`src/sv/mbts_pkg.sv`:
```
// ----------------------------------------------------------------------------
// mbts_pkg
// Shared constants, class codes, pattern tables and types for the
// magic-byte payload type sniffer.
// ----------------------------------------------------------------------------
package mbts_pkg;

  localparam int HeadDepth  = 12;
  localparam int CountMax   = 15;
  localparam int DoctypeLen = 14;
  localparam int TagLen     = 5;

  localparam logic [7:0] LtChar = 8'h3C;  // '<'

  localparam logic [3:0] TYPE_NONE = 4'd0;
  localparam logic [3:0] TYPE_JSON = 4'd1;
  localparam logic [3:0] TYPE_HTML = 4'd2;
  localparam logic [3:0] TYPE_XML  = 4'd3;
  localparam logic [3:0] TYPE_PNG  = 4'd4;
  localparam logic [3:0] TYPE_JPEG = 4'd5;
  localparam logic [3:0] TYPE_GIF  = 4'd6;
  localparam logic [3:0] TYPE_WEBP = 4'd7;
  localparam logic [3:0] TYPE_PDF  = 4'd8;
  localparam logic [3:0] TYPE_ZIP  = 4'd9;
  localparam logic [3:0] TYPE_MP4  = 4'd10;
  localparam logic [3:0] TYPE_MPEG = 4'd11;

  // Payload state as seen after the current byte is folded in
  typedef struct packed {
    logic [HeadDepth-1:0][7:0] head;
    logic [3:0]                count;
    logic                      html_seen;
  } view_t;

  // "<!DOCTYPE html"
  function automatic logic [7:0] doctype_char(input logic [3:0] idx);
    logic [7:0] c;
    unique case (idx)
      4'd0:    c = 8'h3C;
      4'd1:    c = 8'h21;
      4'd2:    c = 8'h44;
      4'd3:    c = 8'h4F;
      4'd4:    c = 8'h43;
      4'd5:    c = 8'h54;
      4'd6:    c = 8'h59;
      4'd7:    c = 8'h50;
      4'd8:    c = 8'h45;
      4'd9:    c = 8'h20;
      4'd10:   c = 8'h68;
      4'd11:   c = 8'h74;
      4'd12:   c = 8'h6D;
      4'd13:   c = 8'h6C;
      default: c = 8'h00;
    endcase
    return c;
  endfunction

  // "<html"
  function automatic logic [7:0] tag_char(input logic [2:0] idx);
    logic [7:0] c;
    unique case (idx)
      3'd0:    c = 8'h3C;
      3'd1:    c = 8'h68;
      3'd2:    c = 8'h74;
      3'd3:    c = 8'h6D;
      3'd4:    c = 8'h6C;
      default: c = 8'h00;
    endcase
    return c;
  endfunction

endpackage

```
`src/sv/mbts_if.sv`:
```
// ----------------------------------------------------------------------------
// mbts_in_if / mbts_out_if
// Valid/ready channels for payload bytes and class results.
// ----------------------------------------------------------------------------
interface mbts_in_if;
  logic       valid;
  logic       ready;
  logic [7:0] byte_value;
  logic       is_last;

  modport source (output valid, output byte_value, output is_last, input ready);
  modport sink   (input valid, input byte_value, input is_last, output ready);
endinterface

interface mbts_out_if;
  logic       valid;
  logic       ready;
  logic [3:0] type_code;

  modport source (output valid, output type_code, input ready);
  modport sink   (input valid, input type_code, output ready);
endinterface

```
`src/sv/magic_byte_type_sniffer_top.sv`:
```
// ----------------------------------------------------------------------------
// magic_byte_type_sniffer_top
// Payload type sniffer: one byte per transaction in, one class code per
// payload out.
//
// in_ch carries payload bytes in order; is_last marks the final byte.
// out_ch carries one type_code per payload, issued for the last byte.
// Each byte goes into an input register. From there it is folded into the
// payload state and classified, and the class code of a last byte lands in
// the result register, which drives out_ch.valid.
// One byte is accepted every cycle, unless a last byte waits in the input
// register while the result register is held; the state update of the byte
// held in the input register is the loop that sets this rate.
// Reset (synchronous, active low) empties both registers and clears the
// payload state. When the receiver stalls, the code waits in the result
// register; non-last bytes keep flowing, and a further last byte waits in
// the input register, which then holds in_ch.ready low.
// ----------------------------------------------------------------------------
module magic_byte_type_sniffer_top (
  input  logic        clk,
  input  logic        rst_n,
  mbts_in_if.sink     in_ch,
  mbts_out_if.source  out_ch
);

  logic       in_v_r;
  logic [7:0] in_byte_r;
  logic       in_last_r;
  logic       out_v_r;
  logic [3:0] out_code_r;
  logic       out_load;
  logic       s1_fire;
  logic [3:0] code_nxt;
  mbts_pkg::view_t view;

  assign out_load    = !out_v_r || out_ch.ready;
  assign s1_fire     = in_v_r && (!in_last_r || out_load);
  assign in_ch.ready = !in_v_r || s1_fire;

  always_ff @(posedge clk) begin
    if (!rst_n) begin
      in_v_r  <= 1'b0;
      out_v_r <= 1'b0;
    end else begin
      if (in_ch.ready) begin
        in_v_r <= in_ch.valid;
      end
      if (out_load) begin
        out_v_r <= in_v_r && in_last_r;
      end
    end
  end

  always_ff @(posedge clk) begin
    if (in_ch.valid && in_ch.ready) begin
      in_byte_r <= in_ch.byte_value;
      in_last_r <= in_ch.is_last;
    end
    if (out_load && in_v_r && in_last_r) begin
      out_code_r <= code_nxt;
    end
  end

  mbts_track u_track (
    .clk        (clk),
    .rst_n      (rst_n),
    .fire       (s1_fire),
    .byte_value (in_byte_r),
    .is_last    (in_last_r),
    .view       (view)
  );

  mbts_classify u_classify (
    .view      (view),
    .type_code (code_nxt)
  );

  assign out_ch.valid     = out_v_r;
  assign out_ch.type_code = out_code_r;

endmodule

```
`src/sv/mbts_track.sv`:
```
// ----------------------------------------------------------------------------
// mbts_track
// Per-payload state: head bytes, saturating length and the two pattern
// matchers. Presents the state with the current byte folded in.
// ----------------------------------------------------------------------------
module mbts_track (
  input  logic               clk,
  input  logic               rst_n,
  input  logic               fire,
  input  logic [7:0]         byte_value,
  input  logic               is_last,
  output mbts_pkg::view_t    view
);

  logic [mbts_pkg::HeadDepth-1:0][7:0] head_r;
  logic [3:0] count_r, count_nxt;
  logic [3:0] dt_r, dt_nxt;
  logic [2:0] tg_r, tg_nxt;
  logic       seen_r;
  logic       dt_hit, tg_hit;

  always_comb begin
    view.head = head_r;
    if (count_r < 4'(mbts_pkg::HeadDepth)) begin
      view.head[count_r] = byte_value;
    end

    dt_hit = 1'b0;
    if (dt_r < 4'(mbts_pkg::DoctypeLen) &&
        mbts_pkg::doctype_char(dt_r) == byte_value) begin
      if (dt_r == 4'(mbts_pkg::DoctypeLen - 1)) begin
        dt_nxt = 4'd0;
        dt_hit = 1'b1;
      end else begin
        dt_nxt = dt_r + 4'd1;
      end
    end else begin
      dt_nxt = (byte_value == mbts_pkg::LtChar) ? 4'd1 : 4'd0;
    end

    tg_hit = 1'b0;
    if (tg_r < 3'(mbts_pkg::TagLen) &&
        mbts_pkg::tag_char(tg_r) == byte_value) begin
      if (tg_r == 3'(mbts_pkg::TagLen - 1)) begin
        tg_nxt = 3'd0;
        tg_hit = 1'b1;
      end else begin
        tg_nxt = tg_r + 3'd1;
      end
    end else begin
      tg_nxt = (byte_value == mbts_pkg::LtChar) ? 3'd1 : 3'd0;
    end

    count_nxt = (count_r == 4'(mbts_pkg::CountMax)) ? count_r : count_r + 4'd1;

    view.count     = count_nxt;
    view.html_seen = seen_r | dt_hit | tg_hit;
  end

  always_ff @(posedge clk) begin
    if (!rst_n) begin
      count_r <= 4'd0;
      dt_r    <= 4'd0;
      tg_r    <= 3'd0;
      seen_r  <= 1'b0;
    end else if (fire) begin
      if (is_last) begin
        count_r <= 4'd0;
        dt_r    <= 4'd0;
        tg_r    <= 3'd0;
        seen_r  <= 1'b0;
      end else begin
        count_r <= count_nxt;
        dt_r    <= dt_nxt;
        tg_r    <= tg_nxt;
        seen_r  <= view.html_seen;
      end
    end
  end

  // head bytes are only read once written within the current payload
  always_ff @(posedge clk) begin
    if (fire) begin
      head_r <= view.head;
    end
  end

endmodule

```
`src/sv/mbts_classify.sv`:
```
// ----------------------------------------------------------------------------
// mbts_classify
// Priority classification of a payload from its head bytes, length and
// html flag.
// ----------------------------------------------------------------------------
module mbts_classify (
  input  mbts_pkg::view_t view,
  output logic [3:0]      type_code
);

  logic [7:0] h0, h1, h2, h3, h4, h5, h6, h7, h8, h9, h10, h11;

  assign h0  = view.head[0];
  assign h1  = view.head[1];
  assign h2  = view.head[2];
  assign h3  = view.head[3];
  assign h4  = view.head[4];
  assign h5  = view.head[5];
  assign h6  = view.head[6];
  assign h7  = view.head[7];
  assign h8  = view.head[8];
  assign h9  = view.head[9];
  assign h10 = view.head[10];
  assign h11 = view.head[11];

  always_comb begin
    if (view.count < 4'd4) begin
      type_code = mbts_pkg::TYPE_NONE;
    end else if (h0 == 8'h7B || h0 == 8'h5B) begin
      type_code = mbts_pkg::TYPE_JSON;
    end else if (h0 == mbts_pkg::LtChar) begin
      type_code = view.html_seen ? mbts_pkg::TYPE_HTML : mbts_pkg::TYPE_XML;
    end else if (h0 == 8'h89 && h1 == 8'h50 && h2 == 8'h4E && h3 == 8'h47) begin
      type_code = mbts_pkg::TYPE_PNG;
    end else if (h0 == 8'hFF && h1 == 8'hD8) begin
      type_code = mbts_pkg::TYPE_JPEG;
    end else if (h0 == 8'h47 && h1 == 8'h49 && h2 == 8'h46 && h3 == 8'h38) begin
      type_code = mbts_pkg::TYPE_GIF;
    end else if (view.count >= 4'd12 &&
                 h0 == 8'h52 && h1 == 8'h49 && h2 == 8'h46 && h3 == 8'h46 &&
                 h8 == 8'h57 && h9 == 8'h45 && h10 == 8'h42 && h11 == 8'h50) begin
      type_code = mbts_pkg::TYPE_WEBP;
    end else if (h0 == 8'h25 && h1 == 8'h50 && h2 == 8'h44 && h3 == 8'h46) begin
      type_code = mbts_pkg::TYPE_PDF;
    end else if (h0 == 8'h50 && h1 == 8'h4B && h2 == 8'h03 && h3 == 8'h04) begin
      type_code = mbts_pkg::TYPE_ZIP;
    end else if (view.count >= 4'd8 &&
                 h4 == 8'h66 && h5 == 8'h74 && h6 == 8'h79 && h7 == 8'h70) begin
      type_code = mbts_pkg::TYPE_MP4;
    end else if (h0 == 8'h49 && h1 == 8'h44 && h2 == 8'h33) begin
      type_code = mbts_pkg::TYPE_MPEG;
    end else begin
      type_code = mbts_pkg::TYPE_NONE;
    end
  end

endmodule

```
`src/flat_wrapper.sv`:
```
// flat-port wrapper written by rule: the top's interface ports become plain ports
module magic_byte_type_sniffer_top_flat 
  (clk, rst_n, in_ch_valid, in_ch_byte_value, in_ch_is_last, in_ch_ready, out_ch_valid, out_ch_type_code, out_ch_ready);
  mbts_in_if in_ch_i ();
  mbts_out_if out_ch_i ();
  input  logic clk;
  input  logic rst_n;
  input wire logic [$bits(in_ch_i.valid)-1:0] in_ch_valid;
  input wire logic [$bits(in_ch_i.byte_value)-1:0] in_ch_byte_value;
  input wire logic [$bits(in_ch_i.is_last)-1:0] in_ch_is_last;
  output wire logic [$bits(in_ch_i.ready)-1:0] in_ch_ready;
  output wire logic [$bits(out_ch_i.valid)-1:0] out_ch_valid;
  output wire logic [$bits(out_ch_i.type_code)-1:0] out_ch_type_code;
  input wire logic [$bits(out_ch_i.ready)-1:0] out_ch_ready;
  assign in_ch_i.valid = in_ch_valid;
  assign in_ch_i.byte_value = in_ch_byte_value;
  assign in_ch_i.is_last = in_ch_is_last;
  assign in_ch_ready = in_ch_i.ready;
  assign out_ch_valid = out_ch_i.valid;
  assign out_ch_type_code = out_ch_i.type_code;
  assign out_ch_i.ready = out_ch_ready;
  magic_byte_type_sniffer_top u_core (.clk(clk), .rst_n(rst_n), .in_ch(in_ch_i), .out_ch(out_ch_i));
endmodule
```
`config.mk`:
```
export PLATFORM = sky130hd
export DESIGN_NAME = magic_byte_type_sniffer_top_flat
export DESIGN_NICKNAME = d
export VERILOG_FILES = /design/src/sv/mbts_pkg.sv /design/src/sv/mbts_if.sv /design/src/sv/magic_byte_type_sniffer_top.sv /design/src/sv/mbts_track.sv /design/src/sv/mbts_classify.sv /design/src/flat_wrapper.sv
export SDC_FILE = /design/constraint.sdc
export NUM_CORES = 1
export LEC_CHECK = 0
export BUFFER_PORTS_ARGS = -buffer_cell sky130_fd_sc_hd__buf_2
export CORE_MARGIN = 2
export CORE_UTILIZATION = 31
export DETAILED_ROUTE_END_ITERATION = 10
export GPL_TIMING_DRIVEN = 0
export PLACE_DENSITY_LB_ADDON = 0.25
export SYNTH_ARGS = -nofsm -noshare
export SYNTH_HDL_FRONTEND = slang
export SYNTH_SLANG_ARGS = --single-unit
export TNS_END_PERCENT = 1
```
`constraint.sdc`:
```
create_clock -name clk -period 5.4 [get_ports clk]
set_input_delay 1.62 -clock clk [delete_from_list [all_inputs] [get_ports clk]]
set_output_delay 1.62 -clock clk [all_outputs]
set_load 0.01 [all_outputs]
```
==> metrics.txt <==
Max FO, Critical Path=10; cts bufs inserted=17; Skew-Pair Late Insertion Delay=~0.43 ns; hold_ws=approximately 0.52 ns; TritonCTS clock tree=built; first-pass GRT wire length=32.15 mm; Comb pwr share=8.0%; Placeable Area=24180 um2; clk_skew=0.01162 ns; Post-synth EDFFs=109; status=completed; Finished Cell Area=approximately 8600 um2; RSZ-0062 raised after global routing=no; detailed-route via count=5657; Worst Path Buf+Inv=3; DR WL/cell=19.67 um; CP arrival=4.32 ns; Post-CTS Setup Bufs=0; Min-Delay Path Class=flop to flop; NetSw=604.0 uW; setup violators final=0; initial core utilization=roughly a third; Max stage delay on crit path=~0.6 ns; Pleak=0.002943 uW; Ports=19; sequential power share=between 40 and 50%; Final WS setup=1.422 ns; Seq/Total Area, Yosys=48.68%; clock network power share=43.7%; PwrDens=274.6 nW/um2; syn avg cell area=between 10 and 15 um2; Inserted Diodes=0; delay-heaviest family, CP=compound AO/OA/AOI/OAI gates; layout cells sized above 1=19.73%; #FFs+latches synth=130; worst-path cell chain=buf_2, nand2b_1, o21ai_1, clkbuf_1, a21oi_1, o21ai_0, and2_1, inv_1, ha_1, nor3b_1, a211oi_1; grt total ovfl=0; vias in the first global route=approximately 5500; Reg clk slew, reported paths=0.06 ns; Die Height=160.4 um; final worst-path cycle share=73.67%; Syn Nets=just over 700; switch share=between 20% and 30%; Cells after Synth=just under 700; Max Cap Viol=0; Synth top area share=roughly 43%; Synth-to-Final Area Change=13.79%; initial antenna violation count=1; drt pass-1 iters=5; Synth area leader=edfxtp_1; achievable frequency=251.4 MHz; clock root buffer=clkbuf_16; final core utilization=35.71%; final WL=20.83 mm; CP required=5.74 ns; critical path class=input port to flop; Slew @ Worst Pin=approximately 1.1 ns; asr flop ratio synth=0%; Max Slew Vio Count=0; Worst path slowest cell=o21ai_0; hpwl dp=14.13 mm; initial DRC count=489; largest net degree at the start of global routing=65; startpoint types=input port; top_reg_cell synth=edfxtp_1; Final #Nets=750; Placed Area=roughly 8000 um2; Antenna Nets Post-Route=0; internal power=1767 uW; DR vias/cell=5.342; die area=25740 um2; gpl congestion=approximately 0.86; Distinct cells, synth=65; Netlist Area Pre-Place=7587 um2; DRC violations left=0; total track usage=16.40%; Setup crit end kind=flop; Slew headroom=around 22%; Setup TNS Final=0 ns; dpl ws=0.9446 ns; CTS H-tree depth=4; Synth area leaders=edfxtp_1 43%, mux2_2 11%, mux2i_1 5.9%; Yosys warning total=0; VDD IR max=0.0001537 V; Gates resized, CTS repair=0; Rows=57; hold-fix buffer count after cts=0; final hold vios=0; die width=around 160 um; # clock sinks=130; fin crit period=3.978 ns; PortBufs=18; Clock Tree Buf Depth=2
## layer usage
layer	vias to the layer above	share of wire (%)	global-route usage [%]	wire length [um]
met4	0	2.1	6.839	441
met3	30	4.6	2.686	957
met1	2813	48	22.56	9899
li1	2663	-	-	-
met2	151	46	25.69	9530
met5	-	0	0	0
## cell type report
type                       count  area [um2]
multi-input combinational    472        3567
fill                        2384       15540
tap                          324       405.4
sequential                   130        3694
buffer                        44       183.9
inverter                      38       145.1
clock buffer                  18       429.2
timing repair buffer          19       117.6
clock inverter                14       91.34
## cells in the mapped netlist, drive strengths merged, types with 17 or more instances
| library cell | instances |
|---|---|
| mux2 | 73 |
| nor3 | 19 |
| buf | 17 |
| nor2 | 29 |
| nand3 | 21 |
| a21oi | 20 |
| inv | 38 |
| nand2 | 49 |
| dfxtp | 21 |
| edfxtp | 109 |
| mux2i | 45 |
| nand4 | 19 |
| clkbuf | 27 |
## state kept, by name, indices dropped and copies added (netlist names), named ones only
register,count
u_core.in_last_r,1
u_core.in_byte_r,8
u_core.u_track.count_r,4
u_core.out_ch.valid,1
u_core.out_ch.type_code,4
u_core.in_v_r,1
u_core.u_track.tg_r,3
u_core.u_track.seen_r,1
u_core.u_track.head_r,96
u_core.u_track.dt_r,4
## power groups by stage
| stage | Sequential, uW | Clock (uW) | Combinational (uW) |
|---|---|---|---|
| after detailed placement | 1170 | 0 | 188 |
| after global routing | 1150 | 1100 | 205 |
| after global placement | 1170 | 0 | 185 |
| after floorplan | 1160 | 0 | 122 |
| final | 1140 | 1040 | 189 |
| after CTS | 1140 | 1050 | 188 |
## worst min-delay path, cell delays in order, from the launching register on
cell	delay [ns]
dfxtp_1	0.31
a21oi_1	0.12
nor3_1	0.05
## cell usage in the layout, fill, tap and decap left out, types with 19 or more instances in the layout
cell      instances
nand4_1          19
inv_1            36
clkbuf_1         28
edfxtp_1        109
mux2i_1          45
a21oi_1          20
nor3_1           19
nand2_1          49
mux2_2           72
dfxtp_1          21
buf_2            30
nor2_1           29
nand3_1          21
## path summary, 6_finish.rpt
| kind | start | endpoint | slack (ns) | cells after the start |
|---|---|---|---|---|
| setup / recovery | out_ch_ready | flop | 1.42 | 11 |
| hold / removal | u_core.u_track.seen_r$_SDFFE_PN0P_ | u_core.u_track.seen_r$_SDFFE_PN0P_ | 0.52 | 2 |
| hold reg to reg | u_core.u_track.seen_r$_SDFFE_PN0P_ | u_core.u_track.seen_r$_SDFFE_PN0P_ | 0.52 | 2 |
| setup reg to reg | u_core.in_byte_r[6]$_DFFE_PP_ | u_core.out_ch.type_code[3]$_SDFFCE_PP0P_ | 1.50 | 9 |
## logic make-up (layout without fill, tap and decap cells)
logic type	Yosys count	in the layout	share of synthesized area (%)
DFF	130	130	48.68
AOI/OAI and AO/OA	83	83	7.405
muxes	118	118	16.82
adders and majority gates	15	15	2.474
buffers and inverters	82	133	4.304
and+or+nand+nor	245	245	19.05
xor gates and xnor gates	11	11	1.270
## metrics by stage
step                total power [uW]  cells
finish                          2371   1059
global route                    2450   1059
CTS                             2383   1059
detailed placement              1353   1027
global placement                1354   1026
floorplan                       1282    684
(Power assumes the default switching activity.)
